--- src/hw/rtl/ihc_pkg.sv ---
// Shared types and constants for the IPv4 header check and TTL update block.
`timescale 1ns / 1ps

package ihc_pkg;

    localparam int unsigned ETH_HEADER_BYTES    = 14;
    localparam int unsigned IP_MIN_HEADER_BYTES = 20;
    localparam int unsigned ARP_HEADER_BYTES    = 8;

    localparam logic [15:0] ETHERTYPE_IPV4 = 16'h0800;
    localparam logic [15:0] ETHERTYPE_ARP  = 16'h0806;
    localparam logic [15:0] CSUM_ALL_ONES  = 16'hFFFF;
    localparam logic [16:0] CSUM_TTL_STEP  = 17'h00100;

    // Header byte offsets, counted from the start of the IPv4 header.
    localparam int unsigned IP_OFS_VER_IHL = 0;
    localparam int unsigned IP_OFS_TTL     = 8;
    localparam int unsigned IP_OFS_PROTO   = 9;
    localparam int unsigned IP_OFS_CSUM_HI = 10;
    localparam int unsigned IP_OFS_CSUM_LO = 11;
    localparam int unsigned IP_OFS_DST_LO  = 16;
    localparam int unsigned IP_OFS_DST_HI  = 19;

    localparam int unsigned ETH_OFS_TYPE_HI = 12;
    localparam int unsigned ETH_OFS_TYPE_LO = 13;

    typedef enum logic [2:0] {
        ST_IPV4_OK    = 3'd0,
        ST_TTL_ZERO   = 3'd1,
        ST_CSUM_BAD   = 3'd2,
        ST_IPV4_SHORT = 3'd3,
        ST_ARP        = 3'd4,
        ST_ARP_SHORT  = 3'd5,
        ST_FRAME_SHORT = 3'd6,
        ST_OTHER      = 3'd7
    } status_t;

    typedef struct packed {
        status_t     status;
        logic        ttl_expired;
        logic [31:0] dest_address;
        logic [7:0]  protocol_number;
        logic [7:0]  next_ttl;
        logic [15:0] next_checksum;
    } ihc_result_t;

endpackage

--- src/hw/rtl/ihc_parse.sv ---
// Per-frame field capture, header checksum accumulation and verdict logic.
`timescale 1ns / 1ps

module ihc_parse
    import ihc_pkg::*;
#(
    parameter int unsigned COUNT_BITS = 12
)
(
    input  logic        clk,
    input  logic        rst_n,
    input  logic        beat,
    input  logic [7:0]  frame_byte,
    input  logic        last_byte,
    output ihc_result_t result
);

    localparam logic [COUNT_BITS-1:0] COUNT_MAX = {COUNT_BITS{1'b1}};
    localparam logic [COUNT_BITS-1:0] ETH_LEN   = COUNT_BITS'(ETH_HEADER_BYTES);

    logic [COUNT_BITS-1:0] byte_count_reg, byte_count_next;
    logic [15:0]           ethertype_reg, ethertype_next;
    logic [3:0]            ihl_reg, ihl_next;
    logic [20:0]           sum_reg, sum_next;
    logic [7:0]            pending_reg, pending_next;
    logic [7:0]            ttl_reg, ttl_next;
    logic [7:0]            proto_reg, proto_next;
    logic [31:0]           dest_reg, dest_next;
    logic [15:0]           csum_reg, csum_next;

    logic [COUNT_BITS-1:0] hdr_pos;
    logic                  in_ip;
    logic [5:0]            hdr_len;
    logic [6:0]            hdr_min;
    logic [6:0]            ip_need;
    logic                  in_sum;
    logic [16:0]           fold1;
    logic [16:0]           fold2;
    logic [16:0]           csum_inc;

    // Field capture and running sum for the byte now being accepted.
    always_comb
    begin
        ethertype_next = ethertype_reg;
        ihl_next       = ihl_reg;
        sum_next       = sum_reg;
        pending_next   = pending_reg;
        ttl_next       = ttl_reg;
        proto_next     = proto_reg;
        dest_next      = dest_reg;
        csum_next      = csum_reg;

        in_ip   = (byte_count_reg >= ETH_LEN);
        hdr_pos = byte_count_reg - ETH_LEN;

        if (byte_count_reg == COUNT_BITS'(ETH_OFS_TYPE_HI) ||
            byte_count_reg == COUNT_BITS'(ETH_OFS_TYPE_LO))
        begin
            ethertype_next = {ethertype_reg[7:0], frame_byte};
        end

        if (in_ip && hdr_pos == COUNT_BITS'(IP_OFS_VER_IHL))
        begin
            ihl_next = frame_byte[3:0];
        end
        if (in_ip && hdr_pos == COUNT_BITS'(IP_OFS_TTL))
        begin
            ttl_next = frame_byte;
        end
        if (in_ip && hdr_pos == COUNT_BITS'(IP_OFS_PROTO))
        begin
            proto_next = frame_byte;
        end
        if (in_ip && (hdr_pos == COUNT_BITS'(IP_OFS_CSUM_HI) ||
                      hdr_pos == COUNT_BITS'(IP_OFS_CSUM_LO)))
        begin
            csum_next = {csum_reg[7:0], frame_byte};
        end
        if (in_ip && hdr_pos >= COUNT_BITS'(IP_OFS_DST_LO) &&
            hdr_pos <= COUNT_BITS'(IP_OFS_DST_HI))
        begin
            dest_next = {dest_reg[23:0], frame_byte};
        end

        // The IHL byte itself already counts toward the header length.
        hdr_len = {ihl_next, 2'b00};
        in_sum  = in_ip && (hdr_pos < COUNT_BITS'(hdr_len));
        if (in_sum)
        begin
            if (!hdr_pos[0])
            begin
                pending_next = frame_byte;
            end
            else
            begin
                sum_next = sum_reg + 21'({pending_reg, frame_byte});
            end
        end

        byte_count_next = (byte_count_reg == COUNT_MAX) ? byte_count_reg
                                                        : byte_count_reg + 1'b1;
    end

    // Verdict for a frame that ends on this byte.
    always_comb
    begin
        hdr_min  = (hdr_len < 6'(IP_MIN_HEADER_BYTES)) ? 7'(IP_MIN_HEADER_BYTES)
                                                       : {1'b0, hdr_len};
        ip_need  = hdr_min + 7'(ETH_HEADER_BYTES);
        fold1    = {1'b0, sum_next[15:0]} + {12'd0, sum_next[20:16]};
        fold2    = {1'b0, fold1[15:0]} + {16'd0, fold1[16]};
        csum_inc = {1'b0, csum_next} + CSUM_TTL_STEP;

        result = '0;
        result.status = ST_OTHER;
        if (byte_count_next < ETH_LEN)
        begin
            result.status = ST_FRAME_SHORT;
        end
        else if (ethertype_next == ETHERTYPE_IPV4)
        begin
            if (byte_count_next < COUNT_BITS'(ip_need))
            begin
                result.status = ST_IPV4_SHORT;
            end
            else if (fold2[15:0] != CSUM_ALL_ONES)
            begin
                result.status = ST_CSUM_BAD;
            end
            else if (ttl_next == 8'd0)
            begin
                result.status      = ST_TTL_ZERO;
                result.ttl_expired = 1'b1;
            end
            else
            begin
                result.status          = ST_IPV4_OK;
                result.ttl_expired     = (ttl_next <= 8'd1);
                result.dest_address    = dest_next;
                result.protocol_number = proto_next;
                result.next_ttl        = ttl_next - 8'd1;
                result.next_checksum   = csum_inc[15:0] + {15'd0, csum_inc[16]};
            end
        end
        else if (ethertype_next == ETHERTYPE_ARP)
        begin
            result.status = (byte_count_next <
                             COUNT_BITS'(ETH_HEADER_BYTES + ARP_HEADER_BYTES)) ?
                            ST_ARP_SHORT : ST_ARP;
        end
    end

    always_ff @(posedge clk or negedge rst_n)
    begin
        if (!rst_n)
        begin
            byte_count_reg <= '0;
            ethertype_reg  <= '0;
            ihl_reg        <= '0;
            sum_reg        <= '0;
            pending_reg    <= '0;
            ttl_reg        <= '0;
            proto_reg      <= '0;
            dest_reg       <= '0;
            csum_reg       <= '0;
        end
        else if (beat)
        begin
            if (last_byte)
            begin
                byte_count_reg <= '0;
                ethertype_reg  <= '0;
                ihl_reg        <= '0;
                sum_reg        <= '0;
                pending_reg    <= '0;
                ttl_reg        <= '0;
                proto_reg      <= '0;
                dest_reg       <= '0;
                csum_reg       <= '0;
            end
            else
            begin
                byte_count_reg <= byte_count_next;
                ethertype_reg  <= ethertype_next;
                ihl_reg        <= ihl_next;
                sum_reg        <= sum_next;
                pending_reg    <= pending_next;
                ttl_reg        <= ttl_next;
                proto_reg      <= proto_next;
                dest_reg       <= dest_next;
                csum_reg       <= csum_next;
            end
        end
    end

    // A frame's last beat leaves no per-frame state behind.
    a_clear_after_last: assert property (@(posedge clk) disable iff (!rst_n)
        (beat && last_byte) |=> (byte_count_reg == '0 && sum_reg == '0))
        else $error("per-frame state not cleared after last beat");

    // The saturating counter never wraps back to zero on a non-last beat.
    a_count_no_wrap: assert property (@(posedge clk) disable iff (!rst_n)
        (beat && !last_byte) |=> (byte_count_reg != '0))
        else $error("byte counter wrapped inside a frame");

endmodule

--- src/hw/rtl/ihc_out_buf.sv ---
// Two-entry result buffer: output register plus skid register.
`timescale 1ns / 1ps

module ihc_out_buf
    import ihc_pkg::*;
(
    input  logic        clk,
    input  logic        rst_n,
    input  logic        push,
    input  ihc_result_t push_data,
    output logic        has_room,
    output logic        out_valid,
    input  logic        out_ready,
    output ihc_result_t out_data
);

    logic        main_valid_reg, main_valid_next;
    logic        skid_valid_reg, skid_valid_next;
    ihc_result_t main_reg, main_next;
    ihc_result_t skid_reg, skid_next;
    logic        pop;

    assign pop       = main_valid_reg && out_ready;
    assign has_room  = !skid_valid_reg;
    assign out_valid = main_valid_reg;
    assign out_data  = main_reg;

    always_comb
    begin
        main_valid_next = main_valid_reg;
        skid_valid_next = skid_valid_reg;
        main_next       = main_reg;
        skid_next       = skid_reg;
        if (!main_valid_reg || pop)
        begin
            if (skid_valid_reg)
            begin
                main_next       = skid_reg;
                main_valid_next = 1'b1;
                skid_valid_next = 1'b0;
            end
            else
            begin
                main_next       = push_data;
                main_valid_next = push;
            end
        end
        else if (push)
        begin
            skid_next       = push_data;
            skid_valid_next = 1'b1;
        end
    end

    always_ff @(posedge clk or negedge rst_n)
    begin
        if (!rst_n)
        begin
            main_valid_reg <= 1'b0;
            skid_valid_reg <= 1'b0;
        end
        else
        begin
            main_valid_reg <= main_valid_next;
            skid_valid_reg <= skid_valid_next;
        end
    end

    always_ff @(posedge clk)
    begin
        main_reg <= main_next;
        skid_reg <= skid_next;
    end

    a_skid_behind_main: assert property (@(posedge clk) disable iff (!rst_n)
        skid_valid_reg |-> main_valid_reg)
        else $error("skid entry held while output register is empty");

    a_no_push_when_full: assert property (@(posedge clk) disable iff (!rst_n)
        push |-> !skid_valid_reg)
        else $error("result pushed into a full buffer");

    a_skid_refills_main: assert property (@(posedge clk) disable iff (!rst_n)
        (skid_valid_reg && pop) |=> (main_valid_reg && !skid_valid_reg))
        else $error("skid entry lost on output pop");

endmodule

--- src/hw/rtl/ipv4_header_check_ttl_update_core.sv ---
// Top level of the IPv4 header check and TTL update block.
// Verdicts are registered on the last beat, going to the skid entry while the output is held.
// Throughput: one frame byte per cycle; input ready drops only while two verdicts wait.
// The verdict for a frame is settled in the same cycle as its last byte, from state registers.
// Reset (rst_n, asynchronous, active low) clears all frame state and empties the output buffer.
`timescale 1ns / 1ps

module ipv4_header_check_ttl_update_core
    import ihc_pkg::*;
#(
    parameter int unsigned COUNT_BITS = 12
)
(
    input  logic        clk,
    input  logic        rst_n,
    input  logic        in_valid,
    output logic        in_ready,
    input  logic [7:0]  frame_byte,
    input  logic        last_byte,
    output logic        out_valid,
    input  logic        out_ready,
    output logic [2:0]  status,
    output logic        forward_ttl_expired,
    output logic [31:0] dest_address,
    output logic [7:0]  protocol_number,
    output logic [7:0]  next_ttl,
    output logic [15:0] next_checksum
);

    logic        beat;
    logic        has_room;
    ihc_result_t verdict;
    ihc_result_t out_data;

    // Input beats are taken whenever the result buffer can absorb one more
    // verdict. Bytes that are not the last of a frame never produce a result,
    // but gating on buffer room alone keeps ready independent of the payload.
    assign in_ready = has_room;
    assign beat     = in_valid && in_ready;

    // The parser updates its per-frame registers on every beat and presents
    // the verdict that the current beat would close, combinationally.
    ihc_parse #(
        .COUNT_BITS (COUNT_BITS)
    ) u_parse (
        .clk        (clk),
        .rst_n      (rst_n),
        .beat       (beat),
        .frame_byte (frame_byte),
        .last_byte  (last_byte),
        .result     (verdict)
    );

    // The verdict is registered only for the last beat of a frame. A skid
    // entry behind the output register lets the next frame stream in while a
    // verdict is held by a stalled consumer.
    ihc_out_buf u_out_buf (
        .clk       (clk),
        .rst_n     (rst_n),
        .push      (beat && last_byte),
        .push_data (verdict),
        .has_room  (has_room),
        .out_valid (out_valid),
        .out_ready (out_ready),
        .out_data  (out_data)
    );

    assign status              = out_data.status;
    assign forward_ttl_expired = out_data.ttl_expired;
    assign dest_address        = out_data.dest_address;
    assign protocol_number     = out_data.protocol_number;
    assign next_ttl            = out_data.next_ttl;
    assign next_checksum       = out_data.next_checksum;

    // A verdict can only be presented after at least one frame end was taken.
    a_out_after_last: assert property (@(posedge clk) disable iff (!rst_n)
        (!out_valid && !(beat && last_byte)) |=> !out_valid)
        else $error("verdict appeared without a frame end");

    // Only the forwarding case carries header fields.
    a_fields_only_ok: assert property (@(posedge clk) disable iff (!rst_n)
        (out_valid && status != ST_IPV4_OK) |-> (dest_address == 32'd0 &&
            next_checksum == 16'd0 && next_ttl == 8'd0))
        else $error("header fields present on a non-forwarding verdict");

endmodule
--- config.mk ---
export PLATFORM = sky130hd
export DESIGN_NAME = ipv4_header_check_ttl_update_core
export DESIGN_NICKNAME = d
export VERILOG_FILES = /design/src/hw/rtl/ihc_pkg.sv /design/src/hw/rtl/ihc_parse.sv /design/src/hw/rtl/ihc_out_buf.sv /design/src/hw/rtl/ipv4_header_check_ttl_update_core.sv
export SDC_FILE = /design/constraint.sdc
export NUM_CORES = 1
export LEC_CHECK = 0
export BUFFER_PORTS_ARGS = -buffer_cell sky130_fd_sc_hd__buf_2
export CAP_MARGIN = 20
export CORE_MARGIN = 2
export CORE_UTILIZATION = 56
export DETAILED_ROUTE_END_ITERATION = 6
export PLACE_DENSITY = 0.89
export SLEW_MARGIN = 5
export SYNTH_ARGS = -nofsm -noshare
export SYNTH_HDL_FRONTEND = slang
export SYNTH_SLANG_ARGS = --single-unit
--- constraint.sdc ---
create_clock -name clk -period 8.1 [get_ports clk]
set_input_delay 1.215 -clock clk [delete_from_list [all_inputs] [get_ports clk]]
set_output_delay 1.215 -clock clk [all_outputs]
set_load 0.02 [all_outputs]
### Yosys cells after proc, flatten, opt, wreduce, memory -nomap -nowiden

Index checks and enable logic that the tools add are counted.

* register bits: 263
* logic and storage cells: 111

* mux-type cells: 37
* reductions and logical operators: 21
* bitwise logic cells: 1
* add/sub/neg operators: 9
* equality and inequality tests: 11
* magnitude comparators: 9

Operator list (count)
* $mux W65: 4
* $eq A12 B4 Y1 const B: 6
* $mux W68: 1
* $mux W16: 4
* $mux W32: 2
* $mux W64: 1
* $mux W21: 3
* $mux W8: 7
* $add A16 B1 Y16: 2
* $eq A16 B12 Y1 const B: 2
* $mux W12: 2
* $add A21 B16 Y21: 1
* $add A16 B5 Y17: 1
* $add A16 B9 Y17 const B: 1
* $ne A16 B16 Y1 const B: 1
* $mux W3: 5
* $add A12 B1 Y12 const B: 1
* $eq A12 B12 Y1 const B: 1
* $ge A12 B4 Y1 const B: 1
* $ge A12 B5 Y1 const B: 1
* $le A12 B5 Y1 const B: 1
* $logic_not A12 Y1: 1
* $lt A12 B4 Y1 const B: 1
* $lt A12 B5 Y1 const B: 1
* other kinds (20): 37

### Depth between registers and ports, before layout

* depth after elaboration: 15
* gate-level depth with buffers: 40
* mapped depth without buffers: 36

### Cells and area by module

A second synthesis with hierarchy kept.

* cell total of the unflattened synthesis: 1358
* area total of the unflattened synthesis: 15618.7 µm²

Modules (own cells, without submodules)
* ihc_parse: seq. area each 3128.0 µm², area an instance 10271.1 µm², times used 1, cells an instance 1135
* ihc_out_buf: seq. area each 4134.0 µm², area an instance 5335.1 µm², times used 1, cells an instance 221
* ipv4_header_check_ttl_update_core: seq. area each 0.0 µm², area an instance 12.5 µm², times used 1, cells an instance 2

### Worst setup path before layout

OpenSTA, ideal clock, no wires.

* path kind: input to register
* start: input port out_ready
* end: register u_out_buf.skid_reg[0] in the netlist's numbering (enable)
* buffers on the path: 0
* stages on the path: 2
* arrival: 7782 ps
* library setup time: 577 ps
* slack: -259 ps
* path through: nand2b_1 nor3_1

* word-level cells in the longest chain between the ends: 4

Ends and longest elaborated chain
* start, declared: line ipv4_header_check_ttl_update_core.sv:21 `input logic out_ready,`
* $logic_and A1 B1 Y1: line ihc_out_buf.sv:23 `assign pop = main_valid_reg && out_ready;`
* $logic_or A1 B1 Y1: line ihc_out_buf.sv:34 `if (!main_valid_reg || pop)`
* $not A1 Y1 (no source line)
* $reduce_and A2 Y1 (no source line)
* end signal, assigned: line ihc_out_buf.sv:72 `skid_reg <= skid_next;`
* end, declared: line ihc_out_buf.sv:20 `ihc_result_t skid_reg, skid_next;`

Every way passes these cells.
A chain may end at the register's enable or synchronous reset.

### Worst setup path after layout

* start: register u_parse.byte_count_reg[7]
* end: register u_out_buf.main_reg (netlist bit u_out_buf.out_data[28]), data pin

* word-level cells in the longest chain between the ends: 15
* elaborated cells between the ends (all ways): 37
* those cells by class: 5 x add/sub; 5 x order compare; 7 x eq/ne; 13 x mux; 7 x reduce/logical

Ends and longest elaborated chain
* start, declared: line ihc_parse.sv:21 `logic [COUNT_BITS-1:0] byte_count_reg, byte_count_next;`
* start signal, assigned: line ihc_parse.sv:183 `byte_count_reg <= byte_count_next;`
* $sub A12 B4 Y12: line ihc_parse.sv:54 `hdr_pos = byte_count_reg - ETH_LEN;`
* $logic_not A12 Y1: line ihc_parse.sv:62 `if (in_ip && hdr_pos == COUNT_BITS'(IP_OFS_VER_IHL))`
* $logic_and A1 B1 Y1: line ihc_parse.sv:62
* $mux W4: line ihc_parse.sv:62
* $lt A12 B6 Y1: line ihc_parse.sv:87 `in_sum = in_ip && (hdr_pos < COUNT_BITS'(hdr_len));`
* $logic_and A1 B1 Y1: line ihc_parse.sv:87
* $mux W21: line ihc_parse.sv:88 `if (in_sum)`
* $add A16 B5 Y17: line ihc_parse.sv:110 `fold1 = {1'b0, sum_next[15:0]} + {12'd0, sum_next[20:16]};`
* $add A16 B1 Y16: line ihc_parse.sv:111 `fold2 = {1'b0, fold1[15:0]} + {16'd0, fold1[16]};`
* $ne A16 B16 Y1: line ihc_parse.sv:126 `else if (fold2[15:0] != CSUM_ALL_ONES)`
* $mux W65: line ihc_parse.sv:126
* $mux W65: line ihc_parse.sv:122 `if (byte_count_next < COUNT_BITS'(ip_need))`
* $mux W65: line ihc_parse.sv:120 `else if (ethertype_next == ETHERTYPE_IPV4)`
* $mux W65 (*): line ihc_parse.sv:116 `if (byte_count_next < ETH_LEN)`
* $mux W68 (*): line ihc_out_buf.sv:36 `if (skid_valid_reg)`
* end signal, assigned: line ihc_out_buf.sv:71 `main_reg <= main_next;`
* end, declared: line ihc_out_buf.sv:19 `ihc_result_t main_reg, main_next;`

Every way passes the cells marked *; elsewhere a longest branch is shown, timed or not.

==> metrics.txt <==
# TYPE chip_impl_metric gauge
chip_impl_metric{name="synthesis.area",unit="sq um"} 14700
chip_impl_info{name="slowest_stage",value="sky130_fd_sc_hd__dfrtp_2"} 1
chip_impl_metric{name="via_count_of_the_first_global_routing_pass",unit=""} 11600
chip_impl_metric{name="hpwl",unit="mm"} 24.6
chip_impl_info{name="predominant_post_synthesis_flop_cell",value="sky130_fd_sc_hd__edfxtp_1"} 1
chip_impl_metric{name="post_drt_via_cell_ratio",unit=""} 6.60
chip_impl_metric{name="yosys.cell_types.count",unit=""} 74
chip_impl_metric{name="num_vias",unit=""} 12100
chip_impl_metric{name="synth_edf_count",unit=""} 136
chip_impl_metric{name="fin_area",unit="sq um"} 16800
chip_impl_info{name="cts_tree",value="done"} 1
chip_impl_metric{name="drt_first_pass_iters",unit=""} 7
chip_impl_metric{name="period_minus_slack",unit="ps"} 7640
chip_impl_metric{name="num-nets-final",unit=""} 1531
chip_impl_info{name="setup.worst_path.class",value="register to register"} 1
chip_impl_metric{name="finalSetupViolCount",unit=""} 0
chip_impl_metric{name="final_layout_size_suffix_gt1_share",unit="%"} 19.6
chip_impl_metric{name="power.sequential.fraction",unit="%"} 49.7
chip_impl_metric{name="utilization",unit="%"} 64.7
chip_impl_metric{name="place.port_buffers",unit=""} 82
chip_impl_metric{name="pwr_density_cell",unit="nW/um^2"} 178
chip_impl_metric{name="route.detailed.drc",unit=""} 0
chip_impl_info{name="critPathMostFrequentCell",value="sky130_fd_sc_hd__a21oi_2"} 1
chip_impl_info{name="root_buffer",value="sky130_fd_sc_hd__clkbuf_16"} 1
chip_impl_metric{name="setup_total_negative_slack",unit="ps"} 0
chip_impl_metric{name="critical-path-max-stage-delay",unit="ps"} 490
chip_impl_metric{name="hold_viol_final",unit=""} 0
chip_impl_metric{name="gr-total-overflow",unit=""} 0
chip_impl_metric{name="power.switching_fraction",unit="%"} 24.9
chip_impl_metric{name="slew_violations",unit=""} 0
chip_impl_metric{name="net-switching-power",unit="mW"} 0.742
chip_impl_metric{name="number_of_clock_sinks",unit=""} 263
chip_impl_metric{name="fin_worst_skew",unit="ps"} 25.6
chip_impl_metric{name="synth.yosys.seq_area_share",unit="%"} 49.5
chip_impl_metric{name="postSynthRegisterBits",unit=""} 263
chip_impl_metric{name="total_of_warnings_raised_by_yosys",unit=""} 0
chip_impl_metric{name="design.die.area",unit="sq um"} 27500
chip_impl_info{name="cp-end-kind",value="register"} 1
chip_impl_metric{name="cts.reportedPaths.clkPinSlew",unit="ps"} 60
chip_impl_info{name="run_status",value="finished clean"} 1
chip_impl_metric{name="design.core.area",unit="sq um"} 25900
chip_impl_metric{name="cp_data_required_time",unit="ps"} 8360
chip_impl_metric{name="share_of_flip_flops_with_an_asynchronous_set_or_reset_after_synthesis",unit="%"} 48.3
chip_impl_metric{name="arr_time_crit_path",unit="ps"} 7900
chip_impl_metric{name="comb_power_share",unit="%"} 8.2
chip_impl_metric{name="timing.hold.worst_path_depth",unit=""} 2
chip_impl_info{name="worstHoldStart",value="u_parse.csum_reg[14]"} 1
chip_impl_metric{name="dpl-instance-area",unit="sq um"} 15500
chip_impl_metric{name="relSlewSlack",unit="%"} 24.9
chip_impl_metric{name="gp_congestion",unit=""} 0.928
chip_impl_metric{name="reg2reg_setup_slack",unit="ps"} 460
chip_impl_metric{name="postRouteAntennaNets",unit=""} 0
chip_impl_metric{name="fmax",unit="MHz"} 131
chip_impl_metric{name="route.final.wire_length",unit="mm"} 40.7
chip_impl_metric{name="grt_max_degree",unit=""} 77
chip_impl_metric{name="fraction_of_power_consumed_by_the_clock_network",unit="%"} 42.1
chip_impl_metric{name="fp.dieW",unit="um"} 166
chip_impl_metric{name="floorplan.initialDensity",unit="%"} 56.6
chip_impl_metric{name="totalPowerFinal",unit="mW"} 2.98
chip_impl_metric{name="cts_hold_buffers_added",unit=""} 0
chip_impl_metric{name="worstMarginPinSlew",unit="ps"} 1120
chip_impl_metric{name="internal",unit="mW"} 2.24
chip_impl_info{name="crit_reg_reg_endpoint",value="u_out_buf.out_data[28]"} 1
chip_impl_metric{name="drt-wirelength-per-cell",unit="um"} 22.2
chip_impl_metric{name="antenna_cells_inserted",unit=""} 0
chip_impl_metric{name="critical_path.max_fanout",unit=""} 16
chip_impl_metric{name="detailedRoute.firstIterationViolations",unit=""} 1732
chip_impl_info{name="critical_path.reg2reg.startpoint",value="u_parse.byte_count_reg[7]"} 1
chip_impl_metric{name="synthesis.instances",unit=""} 1389
chip_impl_info{name="timing.critical_path.from_type",value="register"} 1
chip_impl_metric{name="inserted_clock_buffers",unit=""} 27
chip_impl_info{name="timing.hold.worst.class",value="register to register"} 1
chip_impl_metric{name="num_io_pins",unit=""} 83
chip_impl_metric{name="die_h",unit="um"} 166
chip_impl_metric{name="worst-r2r-cell-count",unit=""} 37
chip_impl_info{name="hold_end",value="u_parse.csum_reg[14]"} 1
chip_impl_metric{name="core.rowCount",unit=""} 59
chip_impl_metric{name="number_of_antenna_violations_at_the_first_check_in_global_routing",unit=""} 0
chip_impl_info{name="layout.cells.most_common",value="sky130_fd_sc_hd__nand2_1"} 1
chip_impl_metric{name="maxCapViolations",unit=""} 0
chip_impl_metric{name="vdd_ir_drop_max",unit="mV"} 0.221
chip_impl_metric{name="grt_usage",unit="%"} 27.4
chip_impl_metric{name="global_route_wire_length_before_repair",unit="mm"} 61.9
chip_impl_metric{name="fin_hold_ws",unit="ps"} 492
chip_impl_metric{name="synth_nets",unit=""} 1446
chip_impl_metric{name="area_delta_synth_final",unit="%"} 14.4
chip_impl_metric{name="period_share",unit="%"} 94.3
chip_impl_metric{name="maximum_buffer_depth_of_the_clock_tree",unit=""} 3
chip_impl_metric{name="cts.htree.levels",unit=""} 1
chip_impl_metric{name="post_synth.cell_area_avg",unit="sq um"} 10.6
chip_impl_info{name="layout_common_cells",value="169 x sky130_fd_sc_hd__nand2_1, 139 x sky130_fd_sc_hd__nor2_1, 136 x sky130_fd_sc_hd__edfxtp_1"} 1
chip_impl_metric{name="worstSkewPairLatency",unit="ps"} 560
chip_impl_metric{name="p_leak",unit="nW"} 7.18
-- timing repair --
item                                    4_1_cts  5_1_grt
buffers inserted                              0       11
endpoints found under the setup margin        0      134
gates resized for setup                       0       31
-- cells by family after synthesis --
group,after synthesis,synth area share (%)
compound gates,356,19.2
xor+xnor,74,4.42
fa+ha+maj,44,3.85
buf+inv,121,3.64
flops,263,49.5
mux,70,4.84
simple gates,461,14.5
-- area by class of cell --
type                    count  area (sq um)
multi-input cells        1005          7020
fillers                  1819          9140
repair buffers            144          1070
well taps                 335           419
clock inverters            10           124
flip-flops and latches    263          7270
inverters                  33           124
clock buffers              40           754
-- metrics by stage --
step | setup slack (ps) | std cells
after detailed placement | 32.0 | 1763
after CTS | 11.1 | 1813
final | 460 | 1830
after floorplan | 9.20 | 1389
after global routing | -59.5 | 1830
after global placement | 224 | 1763
-- critical path, delay by kind of cell (launching register included) --
kind | cells | cell delay [ps]
simple gates | 16 | 3060
compound gates | 9 | 1340
fa+ha+maj | 3 | 860
mux | 3 | 700
buf+inv | 4 | 600
flops | 1 | 490
xor+xnor | 2 | 300
-- synth_stat cells (25+ instances only) --
cell type / count / area, sq um
sky130_fd_sc_hd__a21oi_1: 48 / 240
sky130_fd_sc_hd__a22o_1: 77 / 674
sky130_fd_sc_hd__clkbuf_1: 59 / 221
sky130_fd_sc_hd__dfrtp_1: 127 / 3180
sky130_fd_sc_hd__edfxtp_1: 136 / 4080
sky130_fd_sc_hd__ha_1: 42 / 526
sky130_fd_sc_hd__inv_1: 33 / 124
sky130_fd_sc_hd__mux2i_1: 62 / 621
sky130_fd_sc_hd__nand2_1: 170 / 638
sky130_fd_sc_hd__nand3_1: 29 / 145
sky130_fd_sc_hd__nor2_1: 140 / 526
sky130_fd_sc_hd__nor3_1: 25 / 125
sky130_fd_sc_hd__o21ai_0: 61 / 305
sky130_fd_sc_hd__o31ai_2: 57 / 713
sky130_fd_sc_hd__xnor2_1: 48 / 420
sky130_fd_sc_hd__xor2_1: 26 / 228
-- power groups by stage --
stage               Sequential, mW  Clock [mW]  Combinational (mW)
global placement              1.50           0               0.224
CTS                           1.48        1.25               0.234
finish                        1.48        1.26               0.243
floorplan                     1.55           0              0.0905
detailed placement            1.50           0               0.231
global route                  1.48        1.32               0.259
-- layer usage --
metal	up-vias	global-route usage [%]	share of wire, %
met5	-	0	0
met4	0	10.4	4.3
met2	761	46.5	49
met1	5862	36.1	38
li1	5296	-	-
met3	150	3.53	8.6
-- worst max-delay path by stage --
| stage | depth (start not counted) | end | startpoint | slack (ps) |
|---|---|---|---|---|
| floorplan | 39 | u_out_buf.skid_reg[58] | u_parse.byte_count_reg[1] | 9 |
| global placement | 31 | u_out_buf.out_data[9] | frame_byte[7] | 220 |
| detailed placement | 37 | u_out_buf.out_data[5] | u_parse.byte_count_reg[1] | 30 |
| CTS | 37 | u_out_buf.out_data[7] | u_parse.byte_count_reg[1] | 10 |
| global route | 37 | u_out_buf.out_data[5] | u_parse.byte_count_reg[7] | -60 |
| finish | 37 | u_out_buf.out_data[28] | u_parse.byte_count_reg[7] | 460 |
Power figures use the tool's default switching activity.
